<file path="config.mk">
export PLATFORM = sky130hd
export DESIGN_NAME = pixel_alpha_blender_unit
export DESIGN_NICKNAME = d
export VERILOG_FILES = /design/src/design/pab_pkg.sv /design/src/design/pixel_alpha_blender_unit.sv
export SDC_FILE = /design/constraint.sdc
export NUM_CORES = 2
export LEC_CHECK = 0
export BUFFER_PORTS_ARGS = -buffer_cell sky130_fd_sc_hd__buf_2
export CORE_MARGIN = 2
export CORE_UTILIZATION = 60
export DETAILED_ROUTE_END_ITERATION = 10
export PLACE_DENSITY = 0.87
export SLEW_MARGIN = 20
export SYNTH_ARGS = -nofsm -noshare
export SYNTH_HDL_FRONTEND = slang
export SYNTH_SLANG_ARGS = --single-unit
</file>
<file path="constraint.sdc">
create_clock -name clk_i -period 6.8 [get_ports clk_i]
set_input_delay 2.04 -clock clk_i [delete_from_list [all_inputs] [get_ports clk_i]]
set_output_delay 2.04 -clock clk_i [all_outputs]
set_load 0.05 [all_outputs]
</file>
<file path="src/design/pab_pkg.sv">
// ----------------------------------------------------------------------------
// Pixel alpha blender package
// Shared types, register indexes, blend codes and reset values.
// ----------------------------------------------------------------------------
`default_nettype none

package pab_pkg;

  // Frame size limits used as parameter defaults.
  localparam int unsigned MaxWidthDefault  = 2048;
  localparam int unsigned MaxHeightDefault = 2048;

  // Field widths.
  localparam int unsigned CoordW   = 16;
  localparam int unsigned ChanW    = 8;
  localparam int unsigned SizeW    = 12;
  localparam int unsigned IndexW   = 22;
  localparam int unsigned ColorW   = 24;
  localparam int unsigned CfgIdxW  = 3;
  localparam int unsigned CfgDataW = 24;
  localparam int unsigned NumChan  = 3;

  // Configuration register indexes.
  typedef enum logic [CfgIdxW-1:0] {
    REG_BLEND_MODE = 3'd0,
    REG_BG_COLOR   = 3'd1,
    REG_AA_ENABLE  = 3'd2,
    REG_WIDTH      = 3'd3,
    REG_HEIGHT     = 3'd4
  } cfg_reg_e;

  // Blend modes; the fourth code has no meaning and keeps the old color when antialiasing is on.
  typedef enum logic [1:0] {
    BLEND_OVER  = 2'd0,
    BLEND_DELTA = 2'd1,
    BLEND_ADD   = 2'd2
  } blend_mode_e;

  // Register reset values.
  localparam blend_mode_e       ModeReset   = BLEND_OVER;
  localparam logic [ColorW-1:0] BgReset     = '0;
  localparam logic              AaReset     = 1'b1;
  localparam logic [SizeW-1:0]  WidthReset  = 12'd640;
  localparam logic [SizeW-1:0]  HeightReset = 12'd480;

  // Alpha complement constant.
  localparam logic [ChanW-1:0] AlphaMask = 8'hFF;

  typedef logic [ChanW-1:0] chan_t;

endpackage : pab_pkg

`default_nettype wire

</file>
<file path="src/design/pixel_alpha_blender_unit.sv">
// ----------------------------------------------------------------------------
// Pixel alpha blender unit
// Bounds-checks one pixel per clock; with antialiasing on, blends its RGB
// with the frame buffer value in the selected mode, saturating to 0..255.
// ----------------------------------------------------------------------------
//
//   Channel   Handshake                    Payload
//   -------   --------------------------   -------------------------------
//   request   start_i / busy_o             pixel_x/y, src_rgba, old_rgb
//   result    result_valid_o (strobe)      pixel_index, out_rgb, store_pixel
//   config    cfg_valid_i / cfg_ready_o    cfg_index_i, cfg_data_i
//
// One request is taken every clock; busy_o stays low. The pipeline has three
// register stages (input, multiply, saturate), and a result strobes as its
// request leaves the saturate stage. A pixel outside the frame drops its
// valid bit at entry and produces no result. Reset clears the stage valid
// bits and loads the register defaults. The receiver cannot stall, so the
// pipeline never holds.
//
`default_nettype none

module pixel_alpha_blender_unit #(
  parameter int unsigned MAX_WIDTH  = pab_pkg::MaxWidthDefault,
  parameter int unsigned MAX_HEIGHT = pab_pkg::MaxHeightDefault
) (
  input  wire logic                          clk_i,
  input  wire logic                          rst_ni,
  // Request channel.
  input  wire logic                          start_i,
  output logic                               busy_o,
  input  wire logic [pab_pkg::CoordW-1:0]    pixel_x_i,
  input  wire logic [pab_pkg::CoordW-1:0]    pixel_y_i,
  input  wire logic [pab_pkg::ChanW-1:0]     src_red_i,
  input  wire logic [pab_pkg::ChanW-1:0]     src_green_i,
  input  wire logic [pab_pkg::ChanW-1:0]     src_blue_i,
  input  wire logic [pab_pkg::ChanW-1:0]     src_alpha_i,
  input  wire logic [pab_pkg::ChanW-1:0]     old_red_i,
  input  wire logic [pab_pkg::ChanW-1:0]     old_green_i,
  input  wire logic [pab_pkg::ChanW-1:0]     old_blue_i,
  // Result channel.
  output logic                               result_valid_o,
  output logic [pab_pkg::IndexW-1:0]         pixel_index_o,
  output logic [pab_pkg::ChanW-1:0]          out_red_o,
  output logic [pab_pkg::ChanW-1:0]          out_green_o,
  output logic [pab_pkg::ChanW-1:0]          out_blue_o,
  output logic                               store_pixel_o,
  // Configuration channel.
  input  wire logic                          cfg_valid_i,
  output logic                               cfg_ready_o,
  input  wire logic [pab_pkg::CfgIdxW-1:0]   cfg_index_i,
  input  wire logic [pab_pkg::CfgDataW-1:0]  cfg_data_i
);

  import pab_pkg::*;

  // Configuration registers.
  blend_mode_e        mode_q;
  logic [ColorW-1:0]  bg_q;
  logic               aa_q;
  logic [SizeW-1:0]   width_q;
  logic [SizeW-1:0]   height_q;

  // Effective frame size after clamping to the build limits.
  logic [SizeW-1:0]   width_eff;
  logic [SizeW-1:0]   height_eff;

  // Request handshake.
  logic               accept;
  logic               in_frame;

  // Stage 1: registered request.
  logic               s1_valid_q;
  logic [SizeW-1:0]   s1_x_q;
  logic [CoordW-1:0]  s1_y_q;
  chan_t              s1_src_q [NumChan];
  chan_t              s1_old_q [NumChan];
  chan_t              s1_alpha_q;
  chan_t              src_in   [NumChan];
  chan_t              old_in   [NumChan];

  // Stage 2: products.
  logic               s2_valid_q;
  logic [IndexW-1:0]  s2_row_q;
  logic [SizeW-1:0]   s2_x_q;
  chan_t              s2_src_q  [NumChan];
  chan_t              s2_old_q  [NumChan];
  logic signed [17:0] s2_pa_q   [NumChan];
  logic [15:0]        s2_pb_q   [NumChan];
  logic [27:0]        row_full;

  // Stage 3: result registers.
  logic               s3_valid_q;
  logic [IndexW-1:0]  s3_index_q;
  chan_t              s3_rgb_q  [NumChan];
  logic               s3_store_q;
  chan_t              blended   [NumChan];
  chan_t              rgb_d     [NumChan];
  logic               store_d;

  // The block never stalls.
  assign busy_o      = 1'b0;
  assign cfg_ready_o = 1'b1;

  // Configuration writes.
  always_ff @(posedge clk_i or negedge rst_ni) begin
    if (!rst_ni) begin
      mode_q   <= ModeReset;
      bg_q     <= BgReset;
      aa_q     <= AaReset;
      width_q  <= WidthReset;
      height_q <= HeightReset;
    end else if (cfg_valid_i && cfg_ready_o) begin
      case (cfg_index_i)
        REG_BLEND_MODE: mode_q   <= blend_mode_e'(cfg_data_i[1:0]);
        REG_BG_COLOR:   bg_q     <= cfg_data_i[ColorW-1:0];
        REG_AA_ENABLE:  aa_q     <= cfg_data_i[0];
        REG_WIDTH:      width_q  <= cfg_data_i[SizeW-1:0];
        REG_HEIGHT:     height_q <= cfg_data_i[SizeW-1:0];
        default: ;
      endcase
    end
  end

  // Clamp the frame size to the build limits.
  always_comb begin
    width_eff  = width_q;
    height_eff = height_q;
    if (32'(width_q) > MAX_WIDTH) begin
      width_eff = SizeW'(MAX_WIDTH);
    end
    if (32'(height_q) > MAX_HEIGHT) begin
      height_eff = SizeW'(MAX_HEIGHT);
    end
  end

  // Accept and bounds check at entry.
  assign accept   = start_i && !busy_o;
  assign in_frame = (pixel_x_i < CoordW'(width_eff)) && (pixel_y_i < CoordW'(height_eff));

  assign src_in[0] = src_red_i;
  assign src_in[1] = src_green_i;
  assign src_in[2] = src_blue_i;
  assign old_in[0] = old_red_i;
  assign old_in[1] = old_green_i;
  assign old_in[2] = old_blue_i;

  // Stage 1 valid and payload.
  always_ff @(posedge clk_i or negedge rst_ni) begin
    if (!rst_ni) begin
      s1_valid_q <= 1'b0;
    end else begin
      s1_valid_q <= accept && in_frame;
    end
  end

  always_ff @(posedge clk_i) begin
    s1_x_q     <= pixel_x_i[SizeW-1:0];
    s1_y_q     <= pixel_y_i;
    s1_alpha_q <= src_alpha_i;
    s1_src_q   <= src_in;
    s1_old_q   <= old_in;
  end

  // Row offset product.
  assign row_full = s1_y_q * width_eff;

  // Stage 2: one signed and one unsigned product per channel.
  for (genvar c = 0; c < NumChan; c++) begin : g_mult
    logic signed [8:0]  operand;
    logic signed [17:0] prod_a;
    logic [15:0]        prod_b;

    // Source minus background in delta mode, plain source otherwise.
    always_comb begin
      if (mode_q == BLEND_DELTA) begin
        operand = $signed({1'b0, s1_src_q[c]}) - $signed({1'b0, bg_q[c*ChanW +: ChanW]});
      end else begin
        operand = $signed({1'b0, s1_src_q[c]});
      end
      prod_a = operand * $signed({1'b0, s1_alpha_q});
      prod_b = s1_old_q[c] * (s1_alpha_q ^ AlphaMask);
    end

    always_ff @(posedge clk_i) begin
      s2_pa_q[c] <= prod_a;
      s2_pb_q[c] <= prod_b;
    end
  end

  always_ff @(posedge clk_i or negedge rst_ni) begin
    if (!rst_ni) begin
      s2_valid_q <= 1'b0;
    end else begin
      s2_valid_q <= s1_valid_q;
    end
  end

  always_ff @(posedge clk_i) begin
    s2_row_q <= row_full[IndexW-1:0];
    s2_x_q   <= s1_x_q;
    s2_src_q <= s1_src_q;
    s2_old_q <= s1_old_q;
  end

  // Stage 3: scale, add and saturate each channel.
  for (genvar c = 0; c < NumChan; c++) begin : g_sum
    logic signed [9:0]  term_a;
    logic [8:0]         term_b;
    logic signed [10:0] total;

    always_comb begin
      // Arithmetic shift gives floor division for the signed delta product.
      term_a = s2_pa_q[c][17:8];
      if (mode_q == BLEND_OVER) begin
        term_b = {1'b0, s2_pb_q[c][15:8]};
      end else begin
        term_b = {1'b0, s2_old_q[c]};
      end
      total = 11'(term_a) + $signed({2'b00, term_b});
      if (total < 0) begin
        blended[c] = '0;
      end else if (total > 11'sd255) begin
        blended[c] = 8'hFF;
      end else begin
        blended[c] = total[ChanW-1:0];
      end
    end
  end

  // Select the output color and store flag.
  always_comb begin
    if (!aa_q) begin
      rgb_d   = s2_src_q;
      store_d = 1'b0;
    end else begin
      case (mode_q)
        BLEND_OVER, BLEND_DELTA, BLEND_ADD: begin
          rgb_d   = blended;
          store_d = 1'b1;
        end
        default: begin
          rgb_d   = s2_old_q;
          store_d = 1'b0;
        end
      endcase
    end
  end

  always_ff @(posedge clk_i or negedge rst_ni) begin
    if (!rst_ni) begin
      s3_valid_q <= 1'b0;
    end else begin
      s3_valid_q <= s2_valid_q;
    end
  end

  always_ff @(posedge clk_i) begin
    s3_index_q <= s2_row_q + IndexW'(s2_x_q);
    s3_rgb_q   <= rgb_d;
    s3_store_q <= store_d;
  end

  // Result ports.
  assign result_valid_o = s3_valid_q;
  assign pixel_index_o  = s3_index_q;
  assign out_red_o      = s3_rgb_q[0];
  assign out_green_o    = s3_rgb_q[1];
  assign out_blue_o     = s3_rgb_q[2];
  assign store_pixel_o  = s3_store_q;

endmodule : pixel_alpha_blender_unit

`default_nettype wire

</file>
* After elaboration in Yosys (flattened, before gate mapping)
Memory sizes are Yosys's and may differ from the RTL's.
Index checks and enable logic that the tools add are counted.
** Storage, ports and cells
- Register bits :: 267
- Bits in latches :: 0
- RAM bits :: 102
- Bits in read-only memories :: 0
- Output and inout bits :: 50
- Memories kept :: 2
** Memory list
- s2_pa_q :: depth 3, width 18, read ports 3, clocked after memory_dff 0, write ports 3, RTL line pixel_alpha_blender_unit.sv:87 : logic signed [17:0] s2_pa_q [NumChan];
- s2_pb_q :: depth 3, width 16, read ports 3, clocked after memory_dff 0, write ports 3, RTL line pixel_alpha_blender_unit.sv:88 : logic [15:0] s2_pb_q [NumChan];
** Operators by class
- Add/sub/neg operators :: 7
- Multipliers :: 7
- Div/mod/pow operators :: 0
- $lt $le $gt $ge :: 10
- Equal/unequal tests :: 6
- Shifts and indexed selects :: 0
- Muxes and demuxes :: 17
- Bitwise operators :: 1
- Reduce and logical (&&, ||, !) cells :: 10
** Operators by type and width (number)
- 8-bit two-way mux :: 9
- 9-bit by 9-bit multiplier with 18-bit output :: 3
- 8-bit by 8-bit multiplier with 16-bit output :: 3
- 24-bit two-way mux :: 2
- 10-bit by 9-bit adder with 11-bit output :: 3
- 11-bit by 9-bit greater-than comparator with 1-bit output, second input constant :: 3
- 11-bit by 1-bit less-than comparator with 1-bit output, second input constant :: 3
- 16-bit by 12-bit less-than comparator with 1-bit output :: 2
- 9-bit two-way mux :: 3
- 8-bit by 8-bit subtractor with 9-bit output :: 3
- 12-bit greater-than comparator, second input constant :: 2
- 12-bit two-way mux :: 2
- 22-bit by 12-bit adder with 22-bit output :: 1
- 16-bit by 12-bit multiplier with 22-bit output :: 1
- 2-bit AND reduction :: 5
- 8-bit NOT :: 1
- 3-bit by 2-bit == test with 1-bit output, second input constant :: 2
- 3-bit by 1-bit == test with 1-bit output, second input constant :: 1
- 3-bit == test, second input constant :: 1
- 3-bit logical NOT :: 1
- 3-bit OR reduction :: 1
- 2-bit by 1-bit == test with 1-bit output, second input constant :: 1
- 2-bit == test, second input constant :: 1
- 1-bit logical AND :: 2
- other kinds (2) :: 2

* Longest topological paths before layout
- Depth in word-level cells :: 8
- Gate-level depth with buffers :: 26
- Depth with buffers taken out :: 25

* Worst setup path after synthesis
No wires, ideal clock.
- Kind :: register to register
- Start :: register bg_q[2]
- End :: memory s2_pa_q[0][17]
- Library setup time :: 121 ps
- Arrival time :: 5714 ps
- Data required time :: 6679 ps
- Path slack :: 965 ps
- Stages on the path, launching flop included :: 25
- Cell sequence :: dfrtp_1 inv_1 ha_1 nor2b_1 o21ai_0 a21oi_1 o21a_1 o21a_1 o21ai_1 clkbuf_1 nand3_1 fa_1 inv_1 fa_1 inv_1 fa_1 fa_1 inv_1 ha_1 or3_1 o221a_2 o21ai_1 nand2_1 a221o_1 xnor2_1
** RTL lines
- from (decl) :: RTL line pixel_alpha_blender_unit.sv:58 : logic [ColorW-1:0] bg_q;
- from (signal assigned) :: RTL line pixel_alpha_blender_unit.sv:108 : bg_q <= BgReset;
- from (signal assigned) :: RTL line pixel_alpha_blender_unit.sv:115 : REG_BG_COLOR: bg_q <= cfg_data_i[ColorW-1:0];
- to (decl) :: RTL line pixel_alpha_blender_unit.sv:87

==> key figures <==
Timing
  – Hold Vio Cnt, Final: 0
  – Setup TNS: 0 ns
  – Relative slew slack: 0.2607
  – Final min period: 6.300 ns
  – Max Clk Rate: 158.7 MHz
  – Slew Limit Fails: 0
  – Worst clock skew: 0.03431 ns
  – RSZ-0062 raised after global routing: false
  – Fin crit share: 0.9265
  – Tightest Pin Transition: 1.107 ns
  – Final WS setup: 0.4996 ns
  – Final setup viols: 0

Final layout
  – Ratio of cells with drive above 1 in the final layout: 0.1089
  – Final core utilization: 0.6694
  – Fin nets: 4,252
  – Post-Layout Cell Count: 4,099
  – P&R area growth vs syn: 9.811%
  – Commonest non-fill, non-tap cell in the layout: inv_1
  – Most frequent cells in the layout: inv_1, fa_1, ha_1

Die
  – Height of the die: 230.2 µm
  – Die width: 230.2 µm
  – Io pins: 169
  – CORE AREA: 50,380 µm²
  – Die ar.: 53,010 µm²
  – Row cnt: 82
  – Starting density of the core: 0.6096

GRT
  – Initial antenna violation count: 7
  – First-pass GRT wire length: 122.7 mm
  – Vias in the first global route: 24,967
  – GRT Util Overall: 0.2917
  – Total gr overflow: 0
  – Largest net degree at the start of global routing: 55

Synth
  – FF+latch count, synth: 321
  – Synth Area in Compound Gates: 0.07729
  – Prevailing post-synth register cell: dfxtp_1
  – Post-synth EDFFs: 0
  – XOR/XNOR Fraction of Synth Area: 0.03422
  – Simple-Gate Fraction of Synth Area: 0.1571
  – Yosys warns: 0
  – Post-synthesis cell type count: 82
  – Largest family of logic cells by synthesized area: adder cells
  – Seq/Total Area, Yosys: 0.2183
  – Mapped Area: 30,710 µm²
  – Post-Synth Adder-Cell Area: 0.4016
  – Syn nets: 4,100
  – Synth async-reset ratio: 0.1682
  – Syn Inst Count: 3,245
  – Mux cell area share after synthesis: 0.02127
  – Syn avg cell area: 9.464 µm²

CTS
  – Clock buffer depth: 3
  – # clock sinks: 321
  – Clk_lat worst skew: 0.59 ns
  – Num CTS Buffers: 39
  – Clock Pin Slew Worst Setup and Hold Paths: 0.06 ns
  – CTS root buf: clkbuf_16
  – Htree depth: 2
  – CTS tree: done

Critical path
  – Worst setup SP type: register
  – Slowest cell on the critical path: fa_1
  – Buffers and inverters on the worst path: 4
  – Maximum fanout along the worst path: 4
  – Slowest cell delay on critical path: 0.65 ns
  – Worst path top cell family by delay: adder cells
  – Worst EP required: 7.26 ns
  – Critical path class: register to register
  – Critical path, cell by cell: inv_1 -> ha_1 -> fa_1 -> nor2b_1 -> o21ai_0 -> a21oi_1 -> o21a_1 -> o21a_1 -> o21ai_1 -> nand3_1 -> fa_1 -> inv_1 -> fa_1 -> inv_1 -> fa_1 -> fa_1 -> inv_1 -> ha_1 -> or3_1 -> o221a_2 -> o21ai_1 -> nand2_1 -> a221o_1 -> xnor2_1
  – Arr. time, crit path: 6.76 ns
  – CP Capture Type: register
  – Most frequent CP cell: fa_1

Pwr
  – Peak supply drop: 0.0006024 V
  – Leak: 16.69 nW
  – Sequential Power Share: 0.167
  – Combinational Power Share: 0.702
  – Int Pwr: 8.865 mW
  – Clock power frac: 0.130
  – Sw frac: 0.4779
  – Switching power: 8.114 mW
  – Power Dens Cells: 503.5 nW/µm²

Placed design
  – Final Wtd Congestion: 0.9159
  – HPWL after detailed placement: 56.67 mm
  – Port Buffers: 166
  – Pre-CTS WS: 0.5311 ns
  – Placed cell count: 4,025

Drt
  – Avg Vias per Cell: 5.605
  – Drt pass-1 iters: 7
  – Final wirelength: 74.56 mm
  – Antenna Nets Post-Route: 0
  – DR DRC count: 0
  – Starting DRT DRC Count: 1,453
  – DR vias: 22,973
  – Routed WL per cell: 18.19 µm

Outcome
  – Run status: finished clean

Run
  – Max-Cap Viols: 0

Worst hold path
  – HP Class: register to register
per-stage QoR:
stage          power (mW)  hold slack (ns)  area, µm²
6_report            16.98           0.3081      33720
5_1_grt             18.67           0.3281      33720
4_1_cts             16.99           0.3141      33680
3_5_place_dp        14.60           0.3138      32310
3_3_place_gp        14.13           0.3110      32310
2_1_floorplan       11.88           0.3096      30710
worst paths after layout:
kind / startpoint / to / slack (ns) / depth (start not counted)
min in group asynchronous: rst_ni / bg_q[0] / 1.63 / 2
setup / recovery: s1_src_q[16] / s2_pa_q[0][17] / 0.50 / 24
hold / removal: s1_x_q[2] / s2_x_q[2] / 0.31 / 0
setup reg to reg: s1_src_q[16] / s2_pa_q[0][17] / 0.50 / 24
max in group asynchronous: rst_ni / bg_q[2] / 4.65 / 2
hold reg to reg: s1_x_q[2] / s2_x_q[2] / 0.31 / 0
power groups by stage:
| stage | combinational [mW] | clock, mW | sequential [mW] |
|---|---|---|---|
| 6_report | 11.9 | 2.21 | 2.84 |
| 5_1_grt | 13.5 | 2.32 | 2.88 |
| 2_1_floorplan | 8.68 | 0 | 3.20 |
| 3_3_place_gp | 11.3 | 0 | 2.86 |
| 3_5_place_dp | 11.7 | 0 | 2.87 |
| 4_1_cts | 11.9 | 2.24 | 2.83 |
cell usage after synthesis, types with 17 or more instances:
cell type	count	area (µm²)
inv_1	633	2376
nand2b_1	110	688.2
nor2b_1	126	788.3
xnor2_1	88	770.7
nand3_1	32	160.2
ha_1	320	4004
mux2_2	52	585.6
nand2_1	301	1130
nor3_1	27	135.1
dfrtp_1	47	1176
and2_1	152	950.9
a21o_1	22	165.2
dfxtp_1	267	5345
xor2_1	32	280.3
clkbuf_1	88	330.3
and3_1	30	187.7
nor2_1	75	281.5
o21ai_0	77	385.4
a22oi_1	21	157.7
a21oi_1	74	370.4
fa_1	416	8328
o21ai_1	17	85.08
o21a_1	23	172.7
routing by layer:
layer	wire length, µm	track usage
met1	27410	0.3297
met5	23	0
met3	4963	0.04774
met2	37240	0.5174
met4	4920	0.1744
state kept, by name, indices dropped and copies added (netlist names), 2 cells and up:
signal	flops
s2_pa_q	30
bg_q	24
s1_old_q	24
s1_src_q	24
s2_old_q	24
s2_pb_q	24
s2_src_q	24
pixel_index_o	22
s2_row_q	22
s1_y_q	16
height_q	12
s1_x_q	12
s2_x_q	12
width_q	12
out_blue_o	8
out_green_o	8
out_red_o	8
s1_alpha_q	8
mode_q	2
logic make-up (layout without fill, tap and decap cells):
group                      Yosys count  count (layout)
xor gates and xnor gates           120             120
DFF                                321             321
AOI/OAI and AO/OA                  355             355
other                                2               4
buffers and inverters              732             912
adders and majority gates          736             736
muxes                               58              58
and+or+nand+nor                    921             921
what timing repair did:
action                     CTS  global route
hold endpoints to repair     0             0
gates resized for setup      0             2
buffers inserted             0             2
setup endpoints to repair    0             4
hold buffers                 0             0
area by class of cell:
cell class / count / area (µm²)
well taps: 672 / 840.8
clock buffers: 49 / 1095
multi-input cells: 2192 / 21270
diodes: 2 / 5.005
fillers: 3641 / 16650
inverters: 636 / 2387
clock inverters: 20 / 275.3
repair buffers: 207 / 1136
flip-flops and latches: 321 / 6710
worst register-to-register path, cell delays in order, from the launching register on:
cell and delay, ns:
dfxtp_1 0.31, inv_1 0.09, ha_1 0.20, fa_1 0.24, nor2b_1 0.07, o21ai_0 0.19, a21oi_1 0.12, o21a_1 0.19
o21a_1 0.21, o21ai_1 0.28, nand3_1 0.27, fa_1 0.65, inv_1 0.14, fa_1 0.53, inv_1 0.05, fa_1 0.48
fa_1 0.49, inv_1 0.04, ha_1 0.20, or3_1 0.37, o221a_2 0.25, o21ai_1 0.15, nand2_1 0.17, a221o_1 0.35
xnor2_1 0.14
Note: power is estimated with default switching activity, not from simulation.
